$ cat config.mk
export PLATFORM = sky130hd
export DESIGN_NAME = bisync_frame_builder_unit
export DESIGN_NICKNAME = d
export VERILOG_FILES = /design/src/hw/rtl/bfb_pkg.sv /design/src/hw/rtl/bfb_datapath.sv /design/src/hw/rtl/bfb_ctrl.sv /design/src/hw/rtl/bisync_frame_builder_unit.sv
export SDC_FILE = /design/constraint.sdc
export NUM_CORES = 1
export LEC_CHECK = 0
export BUFFER_PORTS_ARGS = -buffer_cell sky130_fd_sc_hd__buf_2
export CAP_MARGIN = 25
export CORE_ASPECT_RATIO = 0.5
export CORE_MARGIN = 1
export CORE_UTILIZATION = 35
export DETAILED_ROUTE_END_ITERATION = 10
export PLACE_DENSITY_LB_ADDON = 0.08
export SYNTH_ARGS = -nofsm -noshare
export SYNTH_HDL_FRONTEND = slang
export SYNTH_SLANG_ARGS = --single-unit
$ cat constraint.sdc
create_clock -name i_clk -period 7.5 [get_ports i_clk]
set_clock_uncertainty 0.05 [all_clocks]
set_input_delay 0.75 -clock i_clk [delete_from_list [all_inputs] [get_ports i_clk]]
set_output_delay 0.75 -clock i_clk [all_outputs]
set_load 0.05 [all_outputs]
$ cat src/hw/rtl/bfb_pkg.sv
// Shared types, register codes and constants of the bisync frame builder.
package bfb_pkg;

    // Frame geometry
    localparam int FRAME_CAPACITY = 98;
    localparam int TERM_MAX       = 8;
    localparam int FC_W           = 7;
    localparam int TERM_N_W       = 4;
    localparam int TOTAL_W        = 5;

    // Header lengths and control characters
    localparam logic [2:0] HDR_LEN_PLAIN = 3'd5;
    localparam logic [2:0] HDR_LEN_CHECK = 3'd6;
    localparam logic [7:0] CHR_EOT       = 8'h04;
    localparam logic [7:0] CHR_STX       = 8'h02;
    localparam logic [7:0] CHR_ZERO      = 8'h30;

    // Configuration port
    localparam int CFG_IDX_W  = 3;
    localparam int CFG_DATA_W = 64;

    localparam logic [CFG_IDX_W-1:0] REG_GROUP_ADDR = 3'd0;
    localparam logic [CFG_IDX_W-1:0] REG_LOCAL_ADDR = 3'd1;
    localparam logic [CFG_IDX_W-1:0] REG_FRAME_MODE = 3'd2;
    localparam logic [CFG_IDX_W-1:0] REG_TERM_LEN   = 3'd3;
    localparam logic [CFG_IDX_W-1:0] REG_TERM_BYTES = 3'd4;
    localparam logic [CFG_IDX_W-1:0] REG_SKIP_COUNT = 3'd5;

    // Input item
    typedef struct packed {
        logic [7:0] payload_byte;
        logic       payload_last;
    } t_in_item;

    // Result item
    typedef struct packed {
        logic [7:0] out_byte;
        logic       frame_end;
        logic       overflow;
    } t_out_item;

    // Which part of the frame a byte comes from
    typedef enum logic [1:0] {
        SEL_HDR,
        SEL_PAY,
        SEL_TERM,
        SEL_CHK
    } t_sel;

    // Controller to datapath
    typedef struct packed {
        logic                load;
        logic                emit;
        t_sel                sel;
        logic [2:0]          idx;
        logic                final_byte;
        logic                commit;
    } t_cmd;

    // Datapath to controller: byte counts of the current step
    typedef struct packed {
        logic [2:0]          hdr_n;
        logic                pay_n;
        logic [TERM_N_W-1:0] term_n;
        logic                chk_n;
        logic [TOTAL_W-1:0]  total;
    } t_status;

endpackage

$ cat src/hw/rtl/bfb_datapath.sv
// Datapath: configuration, frame state, step planning and byte selection.
module bfb_datapath (
    input  logic                            i_clk,
    input  logic                            i_rst_n,
    input  logic                            i_cfg_we,
    input  logic [bfb_pkg::CFG_IDX_W-1:0]   i_cfg_index,
    input  logic [bfb_pkg::CFG_DATA_W-1:0]  i_cfg_data,
    input  bfb_pkg::t_in_item               i_in_data,
    input  bfb_pkg::t_cmd                   i_cmd,
    output bfb_pkg::t_status                o_status,
    output bfb_pkg::t_out_item              o_out_data
);
    import bfb_pkg::*;

    localparam logic [FC_W-1:0] CAP = FC_W'(FRAME_CAPACITY);

    // Configuration registers
    logic [3:0]            r_group;
    logic [3:0]            r_local;
    logic                  r_mode;
    logic [3:0]            r_term_len;
    logic [CFG_DATA_W-1:0] r_term_bytes;
    logic [5:0]            r_skip_count;

    // Frame state
    logic            r_in_frame;
    logic [7:0]      r_bcc;
    logic [FC_W-1:0] r_fc;
    logic [5:0]      r_skipped;
    logic            r_dropped;

    // Held item and result
    logic [7:0] r_pb;
    logic       r_last;
    logic [7:0] r_out_byte;
    logic       r_frame_end;
    logic       r_overflow;

    // Plan signals
    logic                plain;
    logic [FC_W-1:0]     fc0;
    logic [FC_W-1:0]     fc1;
    logic [FC_W-1:0]     room;
    logic                pay_want;
    logic                pay_n;
    logic                pay_drop;
    logic                skip_inc;
    logic [TERM_N_W-1:0] term_lim;
    logic [TERM_N_W-1:0] nterm;
    logic [TERM_N_W-1:0] term_n;
    logic                term_drop;
    logic                term_stop;
    logic [2:0]          hdr_n;
    logic                chk_n;
    logic                ovf;
    logic [7:0]          sel_byte;
    logic [7:0]          g_chr;
    logic [7:0]          l_chr;

    // Plan the step from the held item and frame state
    always_comb begin
        plain    = r_mode;
        fc0      = r_in_frame ? r_fc
                 : (plain ? FC_W'(HDR_LEN_PLAIN) : FC_W'(HDR_LEN_CHECK));
        hdr_n    = r_in_frame ? 3'd0 : (plain ? HDR_LEN_PLAIN : HDR_LEN_CHECK);
        skip_inc = (r_pb != 8'd0) && plain && (r_skipped < r_skip_count);
        pay_want = (r_pb != 8'd0) && !skip_inc;
        pay_n    = pay_want && (fc0 < CAP);
        pay_drop = pay_want && !(fc0 < CAP);
        fc1      = fc0 + FC_W'(pay_n);
        room     = CAP - fc1;

        // Terminator length: stop at the limit or before a zero byte
        term_lim  = (r_term_len < TERM_N_W'(TERM_MAX)) ? r_term_len
                                                       : TERM_N_W'(TERM_MAX);
        nterm     = '0;
        term_stop = 1'b0;
        for (int i = 0; i < TERM_MAX; i++) begin
            if (!term_stop && (TERM_N_W'(i) < term_lim)) begin
                if (r_term_bytes[8*i +: 8] == 8'd0) begin
                    term_stop = 1'b1;
                end else begin
                    nterm = TERM_N_W'(i + 1);
                end
            end
        end
        if (!r_last) begin
            nterm = '0;
        end

        term_drop = ({{(FC_W-TERM_N_W){1'b0}}, nterm} > room);
        term_n    = term_drop ? room[TERM_N_W-1:0] : nterm;
        chk_n     = r_last && !plain;
        ovf       = r_dropped || pay_drop || term_drop;
    end

    assign o_status.hdr_n  = hdr_n;
    assign o_status.pay_n  = pay_n;
    assign o_status.term_n = term_n;
    assign o_status.chk_n  = chk_n;
    assign o_status.total  = TOTAL_W'(hdr_n) + TOTAL_W'(pay_n)
                           + TOTAL_W'(term_n) + TOTAL_W'(chk_n);

    // Select the byte to send
    always_comb begin
        g_chr = CHR_ZERO + {4'd0, r_group};
        l_chr = CHR_ZERO + {4'd0, r_local};
        case (i_cmd.sel)
            SEL_HDR: begin
                case (i_cmd.idx)
                    3'd0:         sel_byte = CHR_EOT;
                    3'd1, 3'd2:   sel_byte = g_chr;
                    3'd3, 3'd4:   sel_byte = l_chr;
                    default:      sel_byte = CHR_STX;
                endcase
            end
            SEL_PAY:  sel_byte = r_pb;
            SEL_TERM: sel_byte = r_term_bytes[{i_cmd.idx, 3'b000} +: 8];
            default:  sel_byte = r_bcc;
        endcase
    end

    // Configuration writes
    always_ff @(posedge i_clk) begin
        if (!i_rst_n) begin
            r_group      <= '0;
            r_local      <= '0;
            r_mode       <= 1'b0;
            r_term_len   <= 4'd1;
            r_term_bytes <= CFG_DATA_W'(3);
            r_skip_count <= '0;
        end else if (i_cfg_we) begin
            unique case (i_cfg_index)
                REG_GROUP_ADDR: r_group      <= i_cfg_data[3:0];
                REG_LOCAL_ADDR: r_local      <= i_cfg_data[3:0];
                REG_FRAME_MODE: r_mode       <= i_cfg_data[0];
                REG_TERM_LEN:   r_term_len   <= i_cfg_data[3:0];
                REG_TERM_BYTES: r_term_bytes <= i_cfg_data;
                REG_SKIP_COUNT: r_skip_count <= i_cfg_data[5:0];
                default: ;
            endcase
        end
    end

    // Frame state: check byte accumulates per sent payload or terminator byte, the rest updates at commit
    always_ff @(posedge i_clk) begin
        if (!i_rst_n) begin
            r_in_frame <= 1'b0;
            r_bcc      <= '0;
            r_fc       <= '0;
            r_skipped  <= '0;
            r_dropped  <= 1'b0;
        end else if (i_cmd.commit) begin
            if (r_last) begin
                r_in_frame <= 1'b0;
                r_bcc      <= '0;
                r_fc       <= '0;
                r_skipped  <= '0;
                r_dropped  <= 1'b0;
            end else begin
                r_in_frame <= 1'b1;
                r_fc       <= fc1;
                r_skipped  <= r_skipped + 6'(skip_inc);
                r_dropped  <= ovf;
            end
        end else if (i_cmd.emit && (i_cmd.sel == SEL_PAY || i_cmd.sel == SEL_TERM)) begin
            r_bcc <= r_bcc ^ sel_byte;
        end
    end

    // Hold the accepted item
    always_ff @(posedge i_clk) begin
        if (i_cmd.load) begin
            r_pb   <= i_in_data.payload_byte;
            r_last <= i_in_data.payload_last;
        end
    end

    // Load the result register
    always_ff @(posedge i_clk) begin
        if (i_cmd.emit) begin
            r_out_byte  <= sel_byte;
            r_frame_end <= r_last && i_cmd.final_byte;
            r_overflow  <= ovf;
        end
    end

    assign o_out_data.out_byte  = r_out_byte;
    assign o_out_data.frame_end = r_frame_end;
    assign o_out_data.overflow  = r_overflow;

endmodule

$ cat src/hw/rtl/bfb_ctrl.sv
// Controller: handshakes and the walk through header, payload, terminator and check.
module bfb_ctrl (
    input  logic              i_clk,
    input  logic              i_rst_n,
    input  logic              i_in_valid,
    output logic              o_in_stall,
    output logic              o_out_valid,
    input  logic              i_out_stall,
    input  bfb_pkg::t_status  i_status,
    output bfb_pkg::t_cmd     o_cmd
);
    import bfb_pkg::*;

    typedef enum logic [2:0] {
        ST_IDLE,
        ST_PLAN,
        ST_HDR,
        ST_PAY,
        ST_TERM,
        ST_CHK,
        ST_DONE
    } t_state;

    t_state              r_state, n_state;
    logic [TERM_N_W-1:0] r_idx, n_idx;
    logic [TOTAL_W-1:0]  r_rem, n_rem;
    logic                r_out_valid, n_out_valid;
    logic                slot_free;
    t_cmd                cmd;

    assign slot_free = !r_out_valid || !i_out_stall;

    // Next state and commands
    always_comb begin
        n_state     = r_state;
        n_idx       = r_idx;
        n_rem       = r_rem;
        n_out_valid = r_out_valid;
        cmd         = '0;
        cmd.sel     = SEL_HDR;
        cmd.idx     = r_idx[2:0];

        // Drop the result once it transfers
        if (r_out_valid && !i_out_stall) begin
            n_out_valid = 1'b0;
        end

        unique case (r_state)
            ST_IDLE: begin
                if (i_in_valid) begin
                    cmd.load = 1'b1;
                    n_state  = ST_PLAN;
                end
            end
            ST_PLAN: begin
                n_rem   = i_status.total;
                n_idx   = '0;
                n_state = (i_status.total == '0) ? ST_DONE : ST_HDR;
            end
            ST_HDR: begin
                if (r_idx < {1'b0, i_status.hdr_n}) begin
                    if (slot_free) begin
                        cmd.emit = 1'b1;
                        cmd.sel  = SEL_HDR;
                        n_idx    = r_idx + 1'b1;
                    end
                end else begin
                    n_state = ST_PAY;
                end
            end
            ST_PAY: begin
                if (i_status.pay_n) begin
                    if (slot_free) begin
                        cmd.emit = 1'b1;
                        cmd.sel  = SEL_PAY;
                        n_idx    = '0;
                        n_state  = ST_TERM;
                    end
                end else begin
                    n_idx   = '0;
                    n_state = ST_TERM;
                end
            end
            ST_TERM: begin
                if (r_idx < i_status.term_n) begin
                    if (slot_free) begin
                        cmd.emit = 1'b1;
                        cmd.sel  = SEL_TERM;
                        n_idx    = r_idx + 1'b1;
                    end
                end else begin
                    n_state = ST_CHK;
                end
            end
            ST_CHK: begin
                if (i_status.chk_n) begin
                    if (slot_free) begin
                        cmd.emit = 1'b1;
                        cmd.sel  = SEL_CHK;
                        n_state  = ST_DONE;
                    end
                end else begin
                    n_state = ST_DONE;
                end
            end
            ST_DONE: begin
                cmd.commit = 1'b1;
                n_state    = ST_IDLE;
            end
            default: n_state = ST_IDLE;
        endcase

        // Count down remaining bytes and mark the final one
        if (cmd.emit) begin
            cmd.final_byte = (r_rem == TOTAL_W'(1));
            n_rem          = r_rem - 1'b1;
            n_out_valid    = 1'b1;
        end
    end

    // Hold state and registered outputs
    always_ff @(posedge i_clk) begin
        if (!i_rst_n) begin
            r_state     <= ST_IDLE;
            r_idx       <= '0;
            r_rem       <= '0;
            r_out_valid <= 1'b0;
        end else begin
            r_state     <= n_state;
            r_idx       <= n_idx;
            r_rem       <= n_rem;
            r_out_valid <= n_out_valid;
        end
    end

    assign o_in_stall  = (r_state != ST_IDLE);
    assign o_out_valid = r_out_valid;
    assign o_cmd       = cmd;

endmodule

$ cat src/hw/rtl/bisync_frame_builder_unit.sv
// Top level of the bisync frame builder: controller plus datapath.
//
//  Channel   Direction  Handshake              Payload
//  in        input      i_in_valid/o_in_stall  i_in_data  (t_in_item)
//  out       output     o_out_valid/i_out_stall o_out_data (t_out_item)
//  cfg       input      i_cfg_we               i_cfg_index, i_cfg_data
//
// The controller loads an item, plans its step, walks one byte per cycle
// through header, payload, terminator and check phases while the output is
// not stalled, then commits and frees the input. The payload and check
// phases send at most one byte each; an item that sends nothing goes from
// planning straight to commit.
// Reset is synchronous, active low, and restores the register defaults.
// The output register frees as soon as it transfers; a stall holds the walk.
module bisync_frame_builder_unit (
    input  logic                            i_clk,
    input  logic                            i_rst_n,
    input  logic                            i_in_valid,
    output logic                            o_in_stall,
    input  bfb_pkg::t_in_item               i_in_data,
    output logic                            o_out_valid,
    input  logic                            i_out_stall,
    output bfb_pkg::t_out_item              o_out_data,
    input  logic                            i_cfg_we,
    input  logic [bfb_pkg::CFG_IDX_W-1:0]   i_cfg_index,
    input  logic [bfb_pkg::CFG_DATA_W-1:0]  i_cfg_data
);
    import bfb_pkg::*;

    t_cmd    cmd;
    t_status status;

    bfb_ctrl u_ctrl (
        .i_clk       (i_clk),
        .i_rst_n     (i_rst_n),
        .i_in_valid  (i_in_valid),
        .o_in_stall  (o_in_stall),
        .o_out_valid (o_out_valid),
        .i_out_stall (i_out_stall),
        .i_status    (status),
        .o_cmd       (cmd)
    );

    bfb_datapath u_dp (
        .i_clk       (i_clk),
        .i_rst_n     (i_rst_n),
        .i_cfg_we    (i_cfg_we),
        .i_cfg_index (i_cfg_index),
        .i_cfg_data  (i_cfg_data),
        .i_in_data   (i_in_data),
        .i_cmd       (cmd),
        .o_status    (status),
        .o_out_data  (o_out_data)
    );

endmodule

==> results.md <==
* Mapped Cells at 892
* Layout cells sized above 1 at 0.1890
* DR vias at 6753
* Routed WL at 21950 um
* Largest cells by area after synthesis: dfxtp_1 (31%), nand2_1 (8.5%), edfxtp_1 (7.5%)
* Max-cap violations at 0
* WL/cell at 17.27 um
* Worst Path Max Fanout at 8
* Total CTS buffers at 17
* Critical path's slowest cell: or3_1
* CP peak stage delay at 0.38 ns
* Status: finished clean
* Nets at 1081
* RSZ-0062 raised after global routing: yes
* DRT Pass-1 Iters at 5
* Minimum clock period at 6.915 ns
* Worst setup path startpoint: u_dp.r_skip_count[1]
* Clk Latency, worst-skew pair at 0.42 ns
* EDFF count, synth at 19
* WP data required at 7.76 ns
* Leak Pwr at 0.003545 uW
* I/O Buffers at 92
* Synth-to-Final Area Change at 17.46%
* Synth cell types at 80
* Hold Vio Cnt, Final at 0
* Clock slew at reported path FFs at 0.06 ns
* Die ar. at 22440 um^2
* Max frequency at 144.6 MHz
* DR iter-0 viols at 442
* Initial core utilization at 0.3640
* Total GRT Usage at 0.2046
* Reg-to-reg endpoint: u_dp.r_bcc[0]
* Worst Path Arrival at 7.18 ns
* Die X at 210.9 um
* Slew headroom at 0.3229
* Final Setup Violations at 0
* PwrDens at 232.5 nW/um^2
* Clock Sinks at 138
* CP Class: reg -> reg
* Ys async rst share at 0
* Global-route wire length before repair at 35350 um
* Max Buffers Root-to-Sink at 2
* Routability Congestion at 0.8490
* Slew Viols, Final at 0
* Vias in the first global route at 6516
* Vias per cell at 5.313
* CP Launch Type: flop
* Post-route ant nets at 0
* CTS Hold Bufs at 0
* CTS tree: built
* Clock root buffer master: clkbuf_16
* Synth area leader: dfxtp_1
* Worst hold path type: reg -> reg
* I/O pins at 93
* Largest net degree at the start of global routing at 89
* DP Worst Slack at 0.04338 ns
* Worst slew pin tran at 1.014 ns
* Peak VDD IR at 0.1449 mV
* Placed insts at 1235
* Worst Setup EP: u_dp.r_bcc[0]
* Final worst slack at 0.5849 ns
* Flop-to-flop setup slack at 0.58 ns
* # diodes at 0
* Register bit total from synthesis at 138
* Area of the core at 20970 um^2
* Synth Cell Area at 7634 um^2
* HP Start: u_dp.r_term_bytes[58]
* Crit share post-route at 0.9220
* Ys Warns at 0
* Die height at 106.4 um
* # DRC at 0
* Number of placement rows at 37
* Avg Cell Area, Syn at 8.558 um^2
* Finished Layout Cells at 1271
* FF-to-FF Start: u_dp.r_skip_count[1]
* Path depth of the worst reg2reg path at 34
* Final Util at 0.4275
* Predominant post-synthesis flop cell: dfxtp_1
* Share of the synthesized area in the top cell type at 0.3121
* Post-DP HPWL at 16000 um
* Syn_nets at 1007
* H-tree depth at 4
* Most used cell, CP: ha_1
* Total congestion overflow at 0
* Post-synthesis sequential area ratio at 0.3868
* Initial antenna violation count at 0
* CP Capture Type: flop
Yosys cell counts (8+ instances only):
master,n
a21o_1,8
a21oi_1,98
and3_1,14
buf_1,9
clkbuf_1,35
dfxtp_1,119
edfxtp_1,19
ha_1,32
inv_1,39
mux2i_1,21
mux4_2,16
nand2_1,172
nand2b_1,10
nand3_1,18
nor2_1,63
nor3_1,12
nor4_1,18
o21ai_0,20
or3_1,13
xnor2_1,9
power breakdown:
group          total (uW)  switching (uW)  internal (uW)
logic                 430             263            168
clock network         820             350            470
registers             834            37.4            797
layout make-up:
cell class / instances / area, um^2
sequential: 138 / 2953
fill: 2131 / 12010
tap: 292 / 365.4
timing repair buffer: 106 / 565.5
inverter: 41 / 153.9
clock inverter: 12 / 112.6
clock buffer: 20 / 446.7
multi-input combinational: 662 / 4369
through the flow:
step                hold WS, ns  total power (uW)  cell area [um^2]  TNS, ns
finish                   0.4257              2084              8966        0
global route             0.4340              2187              8966  -0.1013
CTS                      0.4253              2104              8890        0
detailed placement       0.4164              1276              8330        0
global placement         0.4138              1273              8330        0
floorplan                0.3906              1157              7634        0
placed cells by master (no fill, tap or decap), types with 17 or more instances in the layout:
cell,count
nand2_1,172
nor2_1,63
mux2i_1,21
inv_1,39
o21ai_0,19
buf_2,92
ha_1,30
dfxtp_1,119
clkbuf_16,17
a21oi_1,96
nand3_1,18
edfxtp_1,19
cells by family (layout without fill, tap and decap cells):
| family | count (synthesis) | after routing | share of synthesized area |
|---|---|---|---|
| AOI/OAI and AO/OA | 203 | 203 | 0.1760 |
| xor gates and xnor gates | 12 | 12 | 0.01377 |
| adders and majority gates | 36 | 36 | 0.06032 |
| buffers and inverters | 92 | 179 | 0.04819 |
| DFF | 138 | 138 | 0.3868 |
| muxes | 43 | 43 | 0.08359 |
| and+or+nand+nor | 368 | 368 | 0.2313 |
critical path: cells and delay by family (launching register included):
family,cells,cell delay (ns)
AO/OA/AOI/OAI,14,2.52
XOR/XNOR,1,0.14
adder cells (fa/ha/maj),6,1.73
buffers and inverters,4,0.30
flip-flops,1,0.33
multiplexers,1,0.25
AND/OR/NAND/NOR,8,1.47
registers in the layout (all words and copies together) (netlist names), 3 cells and up:
name / count
u_ctrl.r_state: 3
u_dp.r_term_bytes: 64
u_dp.r_skip_count: 6
u_dp.r_fc: 7
u_ctrl.r_rem: 5
u_dp.r_group: 4
u_dp.r_term_len: 4
u_dp.r_local: 4
u_ctrl.r_idx: 4
u_dp.r_skipped: 6
u_dp.r_pb: 8
u_dp.r_out_byte: 8
u_dp.r_bcc: 8
timing repair:
action,4_1_cts,5_1_grt
endpoints found under the setup margin,0,16
hold endpoints to repair,0,0
gates resized for setup,0,10
setup buffers,0,3
layer usage:
metal / vias to the layer above / share of wire / GRT usage
met3: 28 / 0.043 / 0.04313
li1: 3338 / - / -
met5: - / 0 / 0
met1: 3246 / 0.49 / 0.2846
met4: 0 / 0.017 / 0.06522
met2: 141 / 0.45 / 0.3154
how the worst min path moves through the flow:
stage	end	cells after the start	slack [ns]
floorplan	u_dp.r_term_bytes[27]	2	0.39
global placement	u_dp.r_term_bytes[44]	2	0.41
detailed placement	u_dp.r_term_bytes[58]	2	0.42
CTS	u_dp.r_term_bytes[58]	2	0.43
global route	u_dp.r_pb[6]	1	0.43
finish	u_dp.r_term_bytes[58]	2	0.43
(Power assumes the default switching activity.)
